### src/sv/pam_pkg.sv
// ----------------------------------------------------------------------------
// Point angle arc membership - package
// Widths, codes, angle constants and the arctangent table.
// ----------------------------------------------------------------------------
package pam_pkg;

    localparam int MAX_SECTORS  = 8;
    localparam int CORDIC_STEPS = 20;

    localparam int COORD_W   = 24;
    localparam int ANG_W     = 25;
    localparam int CNT_W     = 4;
    localparam int IDX_W     = 3;
    localparam int CFG_W     = 24;
    localparam int CFG_IDX_W = 2;
    localparam int TRUNC_W   = 16;
    localparam int FRAC_W    = 16;
    localparam int X_W       = 44;
    localparam int Z_W       = 25;
    localparam int TAB_W     = 22;
    localparam int SHAMT_W   = 5;
    localparam int STEP_W    = $clog2(CORDIC_STEPS);
    localparam int SEC_AW    = (MAX_SECTORS > 1) ? $clog2(MAX_SECTORS) : 1;
    localparam int LIM_W     = (SEC_AW + 1 > CNT_W) ? SEC_AW + 1 : CNT_W;

    localparam int S_TDATA_W = 104;
    localparam int M_TDATA_W = 32;

    localparam logic [ANG_W-1:0] ANG_90  = ANG_W'(90 * 65536);
    localparam logic [ANG_W-1:0] ANG_180 = ANG_W'(180 * 65536);
    localparam logic [ANG_W-1:0] ANG_270 = ANG_W'(270 * 65536);
    localparam logic [ANG_W-1:0] ANG_360 = ANG_W'(360 * 65536);

    typedef enum logic [0:0] {
        OP_WRITE = 1'b0,
        OP_QUERY = 1'b1
    } t_opcode;

    typedef enum logic [CFG_IDX_W-1:0] {
        CFG_CENTER_X     = 2'd0,
        CFG_CENTER_Y     = 2'd1,
        CFG_SECTOR_COUNT = 2'd2
    } t_cfg_idx;

    typedef enum logic [2:0] {
        ST_IDLE,
        ST_SETUP,
        ST_CORDIC,
        ST_ANGLE,
        ST_SECTOR,
        ST_DONE
    } t_state;

    typedef struct packed {
        logic load;
        logic run;
    } t_cordic_ctl;

    // atan(2^-i) in units of 2^-16 degree
    function automatic logic [TAB_W-1:0] atan_lut(input logic [SHAMT_W-1:0] i);
        logic [TAB_W-1:0] v;
        case (i)
            5'd0:    v = 22'd2949120;
            5'd1:    v = 22'd1740967;
            5'd2:    v = 22'd919879;
            5'd3:    v = 22'd466945;
            5'd4:    v = 22'd234379;
            5'd5:    v = 22'd117304;
            5'd6:    v = 22'd58666;
            5'd7:    v = 22'd29335;
            5'd8:    v = 22'd14668;
            5'd9:    v = 22'd7334;
            5'd10:   v = 22'd3667;
            5'd11:   v = 22'd1833;
            5'd12:   v = 22'd917;
            5'd13:   v = 22'd458;
            5'd14:   v = 22'd229;
            5'd15:   v = 22'd115;
            5'd16:   v = 22'd57;
            5'd17:   v = 22'd29;
            5'd18:   v = 22'd14;
            5'd19:   v = 22'd7;
            5'd20:   v = 22'd4;
            5'd21:   v = 22'd2;
            5'd22:   v = 22'd1;
            default: v = '0;
        endcase
        return v;
    endfunction

    // whole units of a Q16.8 coordinate, truncated toward zero
    function automatic logic signed [TRUNC_W-1:0] trunc_units(
        input logic signed [COORD_W-1:0] v
    );
        logic signed [TRUNC_W-1:0] q;
        q = v[COORD_W-1:COORD_W-TRUNC_W];
        if (v[COORD_W-1] && (v[COORD_W-TRUNC_W-1:0] != '0)) begin
            q = q + TRUNC_W'(1);
        end
        return q;
    endfunction

endpackage

### src/sv/pam_ram.sv
// ----------------------------------------------------------------------------
// Generic RAM
// One write port, one read port with registered read data.
// ----------------------------------------------------------------------------
module pam_ram #(
    parameter int WIDTH = 8,
    parameter int DEPTH = 8
) (
    input  logic                                        i_clk,
    input  logic                                        i_wr_en,
    input  logic [((DEPTH > 1) ? $clog2(DEPTH) : 1)-1:0] i_wr_addr,
    input  logic [WIDTH-1:0]                            i_wr_data,
    input  logic [((DEPTH > 1) ? $clog2(DEPTH) : 1)-1:0] i_rd_addr,
    output logic [WIDTH-1:0]                            o_rd_data
);

    logic [WIDTH-1:0] r_mem [DEPTH];
    logic [WIDTH-1:0] r_rd_data;

    always_ff @(posedge i_clk) begin
        if (i_wr_en) begin
            r_mem[i_wr_addr] <= i_wr_data;
        end
        r_rd_data <= r_mem[i_rd_addr];
    end

    assign o_rd_data = r_rd_data;

endmodule

### src/sv/pam_cordic.sv
// ----------------------------------------------------------------------------
// CORDIC vectoring unit
// Shared shift-add step, one iteration per cycle while run is set, with its x, y, z registers.
// ----------------------------------------------------------------------------
module pam_cordic
    import pam_pkg::*;
(
    input  logic                     i_clk,
    input  logic                     i_rst_n,
    input  t_cordic_ctl              i_ctl,
    input  logic [COORD_W-1:0]       i_x0,
    input  logic [COORD_W-1:0]       i_y0,
    output logic signed [Z_W-1:0]    o_z,
    output logic                     o_last
);

    logic signed [X_W-1:0]  r_x, r_y, n_x, n_y;
    logic signed [X_W-1:0]  w_xs, w_ys;
    logic signed [Z_W-1:0]  r_z, n_z, w_dz;
    logic [STEP_W-1:0]      r_step, n_step;
    logic [SHAMT_W-1:0]     w_shamt;

    assign w_shamt = SHAMT_W'(r_step);
    assign w_xs    = r_x >>> w_shamt;
    assign w_ys    = r_y >>> w_shamt;
    assign w_dz    = signed'(Z_W'(atan_lut(w_shamt)));

    always_comb begin
        n_x    = r_x;
        n_y    = r_y;
        n_z    = r_z;
        n_step = r_step;
        if (i_ctl.load) begin
            n_x    = signed'(X_W'({i_x0, {FRAC_W{1'b0}}}));
            n_y    = signed'(X_W'({i_y0, {FRAC_W{1'b0}}}));
            n_z    = '0;
            n_step = '0;
        end else if (i_ctl.run) begin
            // rotate toward the x axis, steered by the sign of y
            if (!r_y[X_W-1]) begin
                n_x = r_x + w_ys;
                n_y = r_y - w_xs;
                n_z = r_z + w_dz;
            end else begin
                n_x = r_x - w_ys;
                n_y = r_y + w_xs;
                n_z = r_z - w_dz;
            end
            n_step = STEP_W'(r_step + 1'b1);
        end
    end

    always_ff @(posedge i_clk) begin
        if (!i_rst_n) begin
            r_step <= '0;
        end else begin
            r_step <= n_step;
        end
        r_x <= n_x;
        r_y <= n_y;
        r_z <= n_z;
    end

    assign o_z    = r_z;
    assign o_last = (r_step == STEP_W'(CORDIC_STEPS - 1));

endmodule

### src/sv/pam_sector_cmp.sv
// ----------------------------------------------------------------------------
// Sector compare unit
// Tests one angle against one removed sector, endpoint tolerance included.
// ----------------------------------------------------------------------------
module pam_sector_cmp
    import pam_pkg::*;
(
    input  logic [ANG_W-1:0] i_angle,
    input  logic [ANG_W-1:0] i_start,
    input  logic [ANG_W-1:0] i_end,
    output logic             o_inside
);

    localparam logic [ANG_W-1:0] MATCH_SCALE = ANG_W'(100000);
    localparam logic [ANG_W-1:0] MATCH_SPAN  = ANG_W'(256);

    // within one LSB or within 1e-5 of the larger value; the angle under test
    // never exceeds 360 degrees, so a relative match needs a distance below 256
    function automatic logic ends_match(input logic [ANG_W-1:0] a,
                                        input logic [ANG_W-1:0] b);
        logic [ANG_W-1:0] d;
        logic [ANG_W-1:0] m;
        logic [ANG_W-1:0] p;
        d = (a > b) ? a - b : b - a;
        m = (a > b) ? a : b;
        p = ANG_W'(d[7:0]) * MATCH_SCALE;
        return (d <= ANG_W'(1)) || ((d < MATCH_SPAN) && (p <= m));
    endfunction

    logic w_edge;
    logic w_within;

    assign w_edge = ends_match(i_angle, i_start) || ends_match(i_angle, i_end);

    always_comb begin
        if (i_start > i_end) begin
            w_within = ((i_angle > i_start) && (i_angle > i_end)) ||
                       ((i_angle < i_start) && (i_angle < i_end));
        end else begin
            w_within = (i_angle > i_start) && (i_angle < i_end);
        end
    end

    assign o_inside = !w_edge && w_within;

endmodule

### src/sv/point_angle_arc_membership.sv
// ----------------------------------------------------------------------------
// Point angle arc membership
// Angle of a point about a center by CORDIC, tested against removed sectors.
// ----------------------------------------------------------------------------
//  Channel   Direction  Handshake              Payload
//  s_axis    in         tvalid / tready        tuser: opcode; tdata: write or query fields
//  m_axis    out        tvalid / tready        tdata: angle, on_arc
//  cfg       in         wr_en (no wait)        wr_idx, wr_data
//
//  A query runs 20 CORDIC iterations on the one shift-add unit, then one
//  sector table read per active sector (the sector count, at most
//  MAX_SECTORS); the next transaction is accepted only once it is done.
//  An axis-snapped query skips the CORDIC loop.
//  Reset is synchronous; it clears the center, the sector count and control.
//  The sector table holds no reset value. A result stalled at m_axis waits in
//  the output register while the next transaction is taken and worked on.
// ----------------------------------------------------------------------------
module point_angle_arc_membership
    import pam_pkg::*;
(
    input  logic                   i_clk,
    input  logic                   i_rst_n,
    input  logic                   i_s_axis_tvalid,
    output logic                   o_s_axis_tready,
    // tdata: sector_index[2:0], new_start[27:3], new_end[52:28],
    //        point_x[76:53], point_y[100:77], zero pad
    input  logic [S_TDATA_W-1:0]   i_s_axis_tdata,
    // tuser: opcode[0]
    input  logic                   i_s_axis_tuser,
    output logic                   o_m_axis_tvalid,
    input  logic                   i_m_axis_tready,
    // tdata: angle[24:0], on_arc[25], zero pad
    output logic [M_TDATA_W-1:0]   o_m_axis_tdata,
    input  logic                   i_cfg_wr_en,
    input  logic [CFG_IDX_W-1:0]   i_cfg_wr_idx,
    input  logic [CFG_W-1:0]       i_cfg_wr_data
);

    t_state                     r_state, n_state;
    logic signed [COORD_W-1:0]  r_cx, n_cx, r_cy, n_cy;
    logic [CNT_W-1:0]           r_cnt, n_cnt;
    logic signed [COORD_W-1:0]  r_px, n_px, r_py, n_py;
    logic [ANG_W-1:0]           r_angle, n_angle;
    logic [ANG_W-1:0]           r_off, n_off;
    logic                       r_on, n_on;
    logic [SEC_AW-1:0]          r_k, n_k;
    logic                       r_out_valid, n_out_valid;
    logic [ANG_W-1:0]           r_out_angle, n_out_angle;
    logic                       r_out_on, n_out_on;

    logic [IDX_W-1:0]           w_idx;
    logic [ANG_W-1:0]           w_new_start, w_new_end;
    logic signed [COORD_W-1:0]  w_in_px, w_in_py;
    logic                       w_in_acc, w_is_write;

    logic signed [COORD_W:0]    w_dx, w_dy, w_ndx, w_ndy;
    logic [COORD_W-1:0]         w_mag_dx, w_mag_dy;
    logic signed [TRUNC_W-1:0]  w_tcx, w_tcy, w_tpx, w_tpy;
    logic                       w_snap;
    logic [ANG_W-1:0]           w_snap_angle, w_quad_off, w_zc;
    logic [COORD_W-1:0]         w_x0, w_y0;

    logic [LIM_W-1:0]           w_n_eff;
    logic                       w_last_sec;

    t_cordic_ctl                w_cordic_ctl;
    logic signed [Z_W-1:0]      w_z;
    logic                       w_cordic_last;

    logic                       w_ram_we;
    logic [SEC_AW-1:0]          w_ram_waddr, w_ram_raddr;
    logic [2*ANG_W-1:0]         w_ram_rdata;
    logic                       w_inside;

    // input unpack
    assign w_idx       = i_s_axis_tdata[2:0];
    assign w_new_start = i_s_axis_tdata[27:3];
    assign w_new_end   = i_s_axis_tdata[52:28];
    assign w_in_px     = i_s_axis_tdata[76:53];
    assign w_in_py     = i_s_axis_tdata[100:77];

    assign o_s_axis_tready = (r_state == ST_IDLE);
    assign w_in_acc        = i_s_axis_tvalid && o_s_axis_tready;
    assign w_is_write      = (t_opcode'(i_s_axis_tuser) == OP_WRITE);

    // sector table
    assign w_ram_we    = w_in_acc && w_is_write && (int'(w_idx) < MAX_SECTORS);
    assign w_ram_waddr = SEC_AW'(w_idx);
    assign w_ram_raddr = (r_state == ST_SECTOR) ? SEC_AW'(r_k + 1'b1) : '0;

    pam_ram #(
        .WIDTH (2 * ANG_W),
        .DEPTH (MAX_SECTORS)
    ) u_table (
        .i_clk     (i_clk),
        .i_wr_en   (w_ram_we),
        .i_wr_addr (w_ram_waddr),
        .i_wr_data ({w_new_end, w_new_start}),
        .i_rd_addr (w_ram_raddr),
        .o_rd_data (w_ram_rdata)
    );

    pam_sector_cmp u_cmp (
        .i_angle  (r_angle),
        .i_start  (w_ram_rdata[ANG_W-1:0]),
        .i_end    (w_ram_rdata[2*ANG_W-1:ANG_W]),
        .o_inside (w_inside)
    );

    // offsets and axis snapping
    assign w_dx     = {r_px[COORD_W-1], r_px} - {r_cx[COORD_W-1], r_cx};
    assign w_dy     = {r_py[COORD_W-1], r_py} - {r_cy[COORD_W-1], r_cy};
    assign w_ndx    = -w_dx;
    assign w_ndy    = -w_dy;
    assign w_mag_dx = w_dx[COORD_W] ? w_ndx[COORD_W-1:0] : w_dx[COORD_W-1:0];
    assign w_mag_dy = w_dy[COORD_W] ? w_ndy[COORD_W-1:0] : w_dy[COORD_W-1:0];

    assign w_tcx = trunc_units(r_cx);
    assign w_tcy = trunc_units(r_cy);
    assign w_tpx = trunc_units(r_px);
    assign w_tpy = trunc_units(r_py);

    always_comb begin
        w_snap       = 1'b1;
        w_snap_angle = ANG_90;
        if (w_tcy == w_tpy) begin
            w_snap_angle = (w_tcx > w_tpx) ? ANG_270 : ANG_90;
        end else if (w_tcx == w_tpx) begin
            w_snap_angle = (w_tcy < w_tpy) ? ANG_360 : ANG_180;
        end else begin
            w_snap = 1'b0;
        end
    end

    // quadrant picks the vector fed to the arctangent and its base angle
    always_comb begin
        if (!w_dx[COORD_W] && !w_dy[COORD_W]) begin
            w_quad_off = '0;
            w_x0       = w_mag_dy;
            w_y0       = w_mag_dx;
        end else if (!w_dx[COORD_W]) begin
            w_quad_off = ANG_90;
            w_x0       = w_mag_dx;
            w_y0       = w_mag_dy;
        end else if (w_dy[COORD_W]) begin
            w_quad_off = ANG_180;
            w_x0       = w_mag_dy;
            w_y0       = w_mag_dx;
        end else begin
            w_quad_off = ANG_270;
            w_x0       = w_mag_dx;
            w_y0       = w_mag_dy;
        end
    end

    assign w_cordic_ctl.load = (r_state == ST_SETUP) && !w_snap;
    assign w_cordic_ctl.run  = (r_state == ST_CORDIC);

    pam_cordic u_cordic (
        .i_clk   (i_clk),
        .i_rst_n (i_rst_n),
        .i_ctl   (w_cordic_ctl),
        .i_x0    (w_x0),
        .i_y0    (w_y0),
        .o_z     (w_z),
        .o_last  (w_cordic_last)
    );

    // clamp the accumulated angle to [0, 90]
    always_comb begin
        if (w_z[Z_W-1]) begin
            w_zc = '0;
        end else if (w_z > signed'(Z_W'(ANG_90))) begin
            w_zc = ANG_90;
        end else begin
            w_zc = ANG_W'(w_z);
        end
    end

    assign w_n_eff    = (LIM_W'(r_cnt) > LIM_W'(MAX_SECTORS)) ? LIM_W'(MAX_SECTORS)
                                                              : LIM_W'(r_cnt);
    assign w_last_sec = ((LIM_W'(r_k) + LIM_W'(1)) == w_n_eff);

    always_comb begin
        n_state     = r_state;
        n_cx        = r_cx;
        n_cy        = r_cy;
        n_cnt       = r_cnt;
        n_px        = r_px;
        n_py        = r_py;
        n_angle     = r_angle;
        n_off       = r_off;
        n_on        = r_on;
        n_k         = r_k;
        n_out_valid = r_out_valid && !i_m_axis_tready;
        n_out_angle = r_out_angle;
        n_out_on    = r_out_on;

        if (i_cfg_wr_en) begin
            case (t_cfg_idx'(i_cfg_wr_idx))
                CFG_CENTER_X:     n_cx  = signed'(i_cfg_wr_data[COORD_W-1:0]);
                CFG_CENTER_Y:     n_cy  = signed'(i_cfg_wr_data[COORD_W-1:0]);
                CFG_SECTOR_COUNT: n_cnt = i_cfg_wr_data[CNT_W-1:0];
                default: ;
            endcase
        end

        case (r_state)
            ST_IDLE: begin
                if (w_in_acc) begin
                    n_px = w_in_px;
                    n_py = w_in_py;
                    if (w_is_write) begin
                        n_angle = '0;
                        n_on    = 1'b0;
                        n_state = ST_DONE;
                    end else begin
                        n_state = ST_SETUP;
                    end
                end
            end
            ST_SETUP: begin
                n_on = 1'b1;
                n_k  = '0;
                if (w_snap) begin
                    n_angle = w_snap_angle;
                    n_state = (w_n_eff == '0) ? ST_DONE : ST_SECTOR;
                end else begin
                    n_off   = w_quad_off;
                    n_state = ST_CORDIC;
                end
            end
            ST_CORDIC: begin
                if (w_cordic_last) begin
                    n_state = ST_ANGLE;
                end
            end
            ST_ANGLE: begin
                n_angle = r_off + w_zc;
                n_k     = '0;
                n_state = (w_n_eff == '0) ? ST_DONE : ST_SECTOR;
            end
            ST_SECTOR: begin
                // table data here belongs to entry r_k, read last cycle
                if (w_inside) begin
                    n_on = 1'b0;
                end
                if (w_last_sec) begin
                    n_state = ST_DONE;
                end else begin
                    n_k = SEC_AW'(r_k + 1'b1);
                end
            end
            ST_DONE: begin
                // hold until the output register is free
                if (!r_out_valid || i_m_axis_tready) begin
                    n_out_valid = 1'b1;
                    n_out_angle = r_angle;
                    n_out_on    = r_on;
                    n_state     = ST_IDLE;
                end
            end
            default: begin
                n_state = ST_IDLE;
            end
        endcase
    end

    always_ff @(posedge i_clk) begin
        if (!i_rst_n) begin
            r_state     <= ST_IDLE;
            r_cx        <= '0;
            r_cy        <= '0;
            r_cnt       <= '0;
            r_out_valid <= 1'b0;
        end else begin
            r_state     <= n_state;
            r_cx        <= n_cx;
            r_cy        <= n_cy;
            r_cnt       <= n_cnt;
            r_out_valid <= n_out_valid;
        end
        r_px        <= n_px;
        r_py        <= n_py;
        r_angle     <= n_angle;
        r_off       <= n_off;
        r_on        <= n_on;
        r_k         <= n_k;
        r_out_angle <= n_out_angle;
        r_out_on    <= n_out_on;
    end

    assign o_m_axis_tvalid = r_out_valid;
    assign o_m_axis_tdata  = {{(M_TDATA_W - ANG_W - 1){1'b0}}, r_out_on, r_out_angle};

endmodule

### config.mk
export PLATFORM = sky130hd
export DESIGN_NAME = point_angle_arc_membership
export DESIGN_NICKNAME = d
export VERILOG_FILES = /design/src/sv/pam_pkg.sv /design/src/sv/pam_ram.sv /design/src/sv/pam_cordic.sv /design/src/sv/pam_sector_cmp.sv /design/src/sv/point_angle_arc_membership.sv
export SDC_FILE = /design/constraint.sdc
export NUM_CORES = 2
export LEC_CHECK = 0
export BUFFER_PORTS_ARGS = -buffer_cell sky130_fd_sc_hd__buf_2
export CAP_MARGIN = 20
export CORE_ASPECT_RATIO = 1.2
export CORE_MARGIN = 10
export CORE_UTILIZATION = 55
export CTS_CLUSTER_SIZE = 12
export DETAILED_ROUTE_END_ITERATION = 6
export PLACE_DENSITY = 0.75
export SLEW_MARGIN = 0
export SYNTH_ARGS = -nofsm -noshare
export SYNTH_HDL_FRONTEND = slang
export SYNTH_HIERARCHICAL = 1
export SYNTH_SLANG_ARGS = --single-unit
### constraint.sdc
create_clock -name i_clk -period 22.8 [get_ports i_clk]
set_clock_uncertainty 0.2 [all_clocks]
set_input_delay 1.14 -clock i_clk [delete_from_list [all_inputs] [get_ports i_clk]]
set_output_delay 1.14 -clock i_clk [all_outputs]
set_load 0.005 [all_outputs]
==> metrics.txt <==
outcome=complete, no violations; min-delay worst type=reg2reg; die area=0.124 mm²; most used cell, CP=a21oi_1; share of layout cells above drive strength 1=0.107; Most used DFF post-synth=edfxtp_1; total wire length=180000 µm; clock-pin transition on the worst setup and hold timing paths=0.06 ns; Synth Area in Simple Gates=0.128; xor/xnor share of the synthesized area=0.0571; Setup Buffers After CTS=0; largest family of logic cells by synthesized area=compound AO/OA/AOI/OAI gates; max incr delay on CP=0.55 ns; final core occ=0.590; final-report setup violation count=0; Synth async-reset ratio=0; Layout Nets=6570; CTS H-tree depth=3; synth-to-layout area growth=6.72%; Synth Area in Compound Gates=0.165; Total Neg Setup Slack=0 ns; Post-CTS Resized=0; arrival time worst endpoint=11.19 ns; CTS buffer count=82; HPWL Detailed=132000 µm; core area=0.109 mm²; post-synth top area share=0.276; Max Fanout on Critical Path=14; Inst Count DP=7239; DRC=0; Core Rows=133; final hold viol count=0; commonest non-fill, non-tap cells in the layout=edfxtp_1, ha_1, nand2_1; crit share post-route=0.481; Fillers=9142; Seq/Total Area, Yosys=0.342; Die Y=383 µm; Critical Path RT=23.02 ns; Final GP Congestion=0.996; die width=323 µm; drt pass-1 iters=7; Vias per Instance=6.55; slew at the pin closest to its max-slew limit=1.09 ns; Slowest-stage cell, CP=edfxtp_1; Yosys warning total=6; I/O Pins=170; RSZ-0062 raised after global routing=false; max_slew headroom=0.257; number of synthesized flops with an enable pin=557; I/O Buffers=160; vias in the first global route=46730; CTS sink count=755; Congestion Overflow GR=0; max-slew violation count=0; crit path kind=reg2reg; drt initial violations=4957; most common cell after layout, fill and taps aside=edfxtp_1; first-pass GRT wire length=275000 µm; routed len/inst=24.3 µm; DRT antenna net count=0; Area contributors post-synth=edfxtp_1, ha_1, mux4_1; Max Clk Rate=0.0912 GHz; fin crit period=10.97 ns; CTS tree=done; element type at the critical path start=flop; Synth Cell Area=0.0605 mm²; hold_buf cts=0; Non-Filler Instances=7398; CTS max path bufs=3; area leader, netlist=edfxtp_1; initial antenna violation count=26; pin count of the biggest net entering global routing=73; cells after synthesis=5907; post-synthesis mux area share=0.147; Clk Latency, worst-skew pair=0.71 ns; Worst Setup End Kind=flop; post-synthesis cell type count=135; hold slack=0.234 ns; Root Buffer=clkbuf_16; via count=48481; Max-Cap Viols=0; effective utilization at floorplan=0.553; GR Util All Layers=0.283; average size of a mapped cell=10.2 µm²; post-synthesis adder-cell area fraction=0.113; Seq cells post-synth=755
[worst paths after layout]
| path | from | end | slack (ns) | cells past startpoint |
|---|---|---|---|---|
| worst max-delay path | r_angle[12] | r_on | 11.83 | 42 |
| worst min-delay path | r_on | r_out_on | 0.23 | 0 |
| worst max register to register | r_angle[12] | r_on | 11.83 | 42 |
| worst min register to register | r_on | r_out_on | 0.23 | 0 |
[critical path: cells and delay by family, from the launching register on]
family                   cells  cell delay (ns)
buffers and inverters        4             0.53
adder cells (fa/ha/maj)      7             2.88
XOR/XNOR                     2             0.36
flip-flops                   1             0.55
multiplexers                 1             0.26
AO/OA/AOI/OAI               23             4.89
AND/OR/NAND/NOR              5             1.01
[state kept, by name (all words and copies together) (netlist names)]
| name | flops |
|---|---|
| u_cordic/w_dz | 22 |
| r_angle | 25 |
| r_out_angle | 25 |
| r_cx | 24 |
| r_py | 24 |
| r_state | 3 |
| r_px | 24 |
| u_cordic/r_y | 44 |
| r_off | 6 |
| o_m_axis_tvalid | 1 |
| r_k | 3 |
| u_table/r_mem | 400 |
| r_cy | 24 |
| u_cordic/r_x | 44 |
| r_cnt | 4 |
| u_cordic/o_z | 25 |
| r_out_on | 1 |
| u_table/o_rd_data | 50 |
| r_on | 1 |
| u_cordic/r_step | 5 |
[cell families (layout without fill, tap and decap cells)]
kind of cell	count (synthesis)	in the layout
xor gates and xnor gates	394	394
and+or+nand+nor	1604	1604
adders and majority gates	527	527
buffers and inverters	586	649
DFF	755	755
AOI/OAI and AO/OA	1517	1517
muxes	523	523
other	1	12
[metal layers]
layer,vias to the layer above,share of wire,track usage
met4,28,0.054,0.142
met1,23389,0.40,0.370
met2,2246,0.46,0.446
li1,22340,-,-
met3,478,0.086,0.0561
met5,-,0.0010,0
[metrics by stage]
stage / area [µm²] / setup slack (ns)
after detailed placement: 61800 / 12.05
after global routing: 64600 / 11.25
after CTS: 64600 / 12.00
after global placement: 61800 / 12.11
final: 64600 / 11.83
after floorplan: 60500 / 13.60
[cells in the mapped netlist, types with 58 or more instances]
library cell and number:
a211oi_1 58, a21boi_0 60, a21o_1 159, a21oi_1 437
a31oi_1 67, and2_1 61, and3_1 58, clkbuf_1 160
dfxtp_1 198, edfxtp_1 557, ha_1 495, inv_1 280
mux2_2 115, mux2i_1 171, mux4_1 154, mux4_2 80
nand2_1 495, nand3_1 93, nand4_1 85, nor2_1 422
nor3_1 97, o21a_1 59, o21ai_0 272, xnor2_1 225
xor2_1 168
[area by class of cell]
type	instances	area, µm²	area share
flip-flops and latches	755	20700	0.321
clock inverters	23	400	0.00620
repair buffers	209	1180	0.0183
multi-input cells	4572	37100	0.574
well taps	1417	1770	0.0275
inverters	287	1090	0.0169
diodes	5	12.5	0.000194
clock buffers	130	2340	0.0362
Power is not shown: default switching activity piles up to over one toggle a cycle in this logic, so the estimate is an artifact.
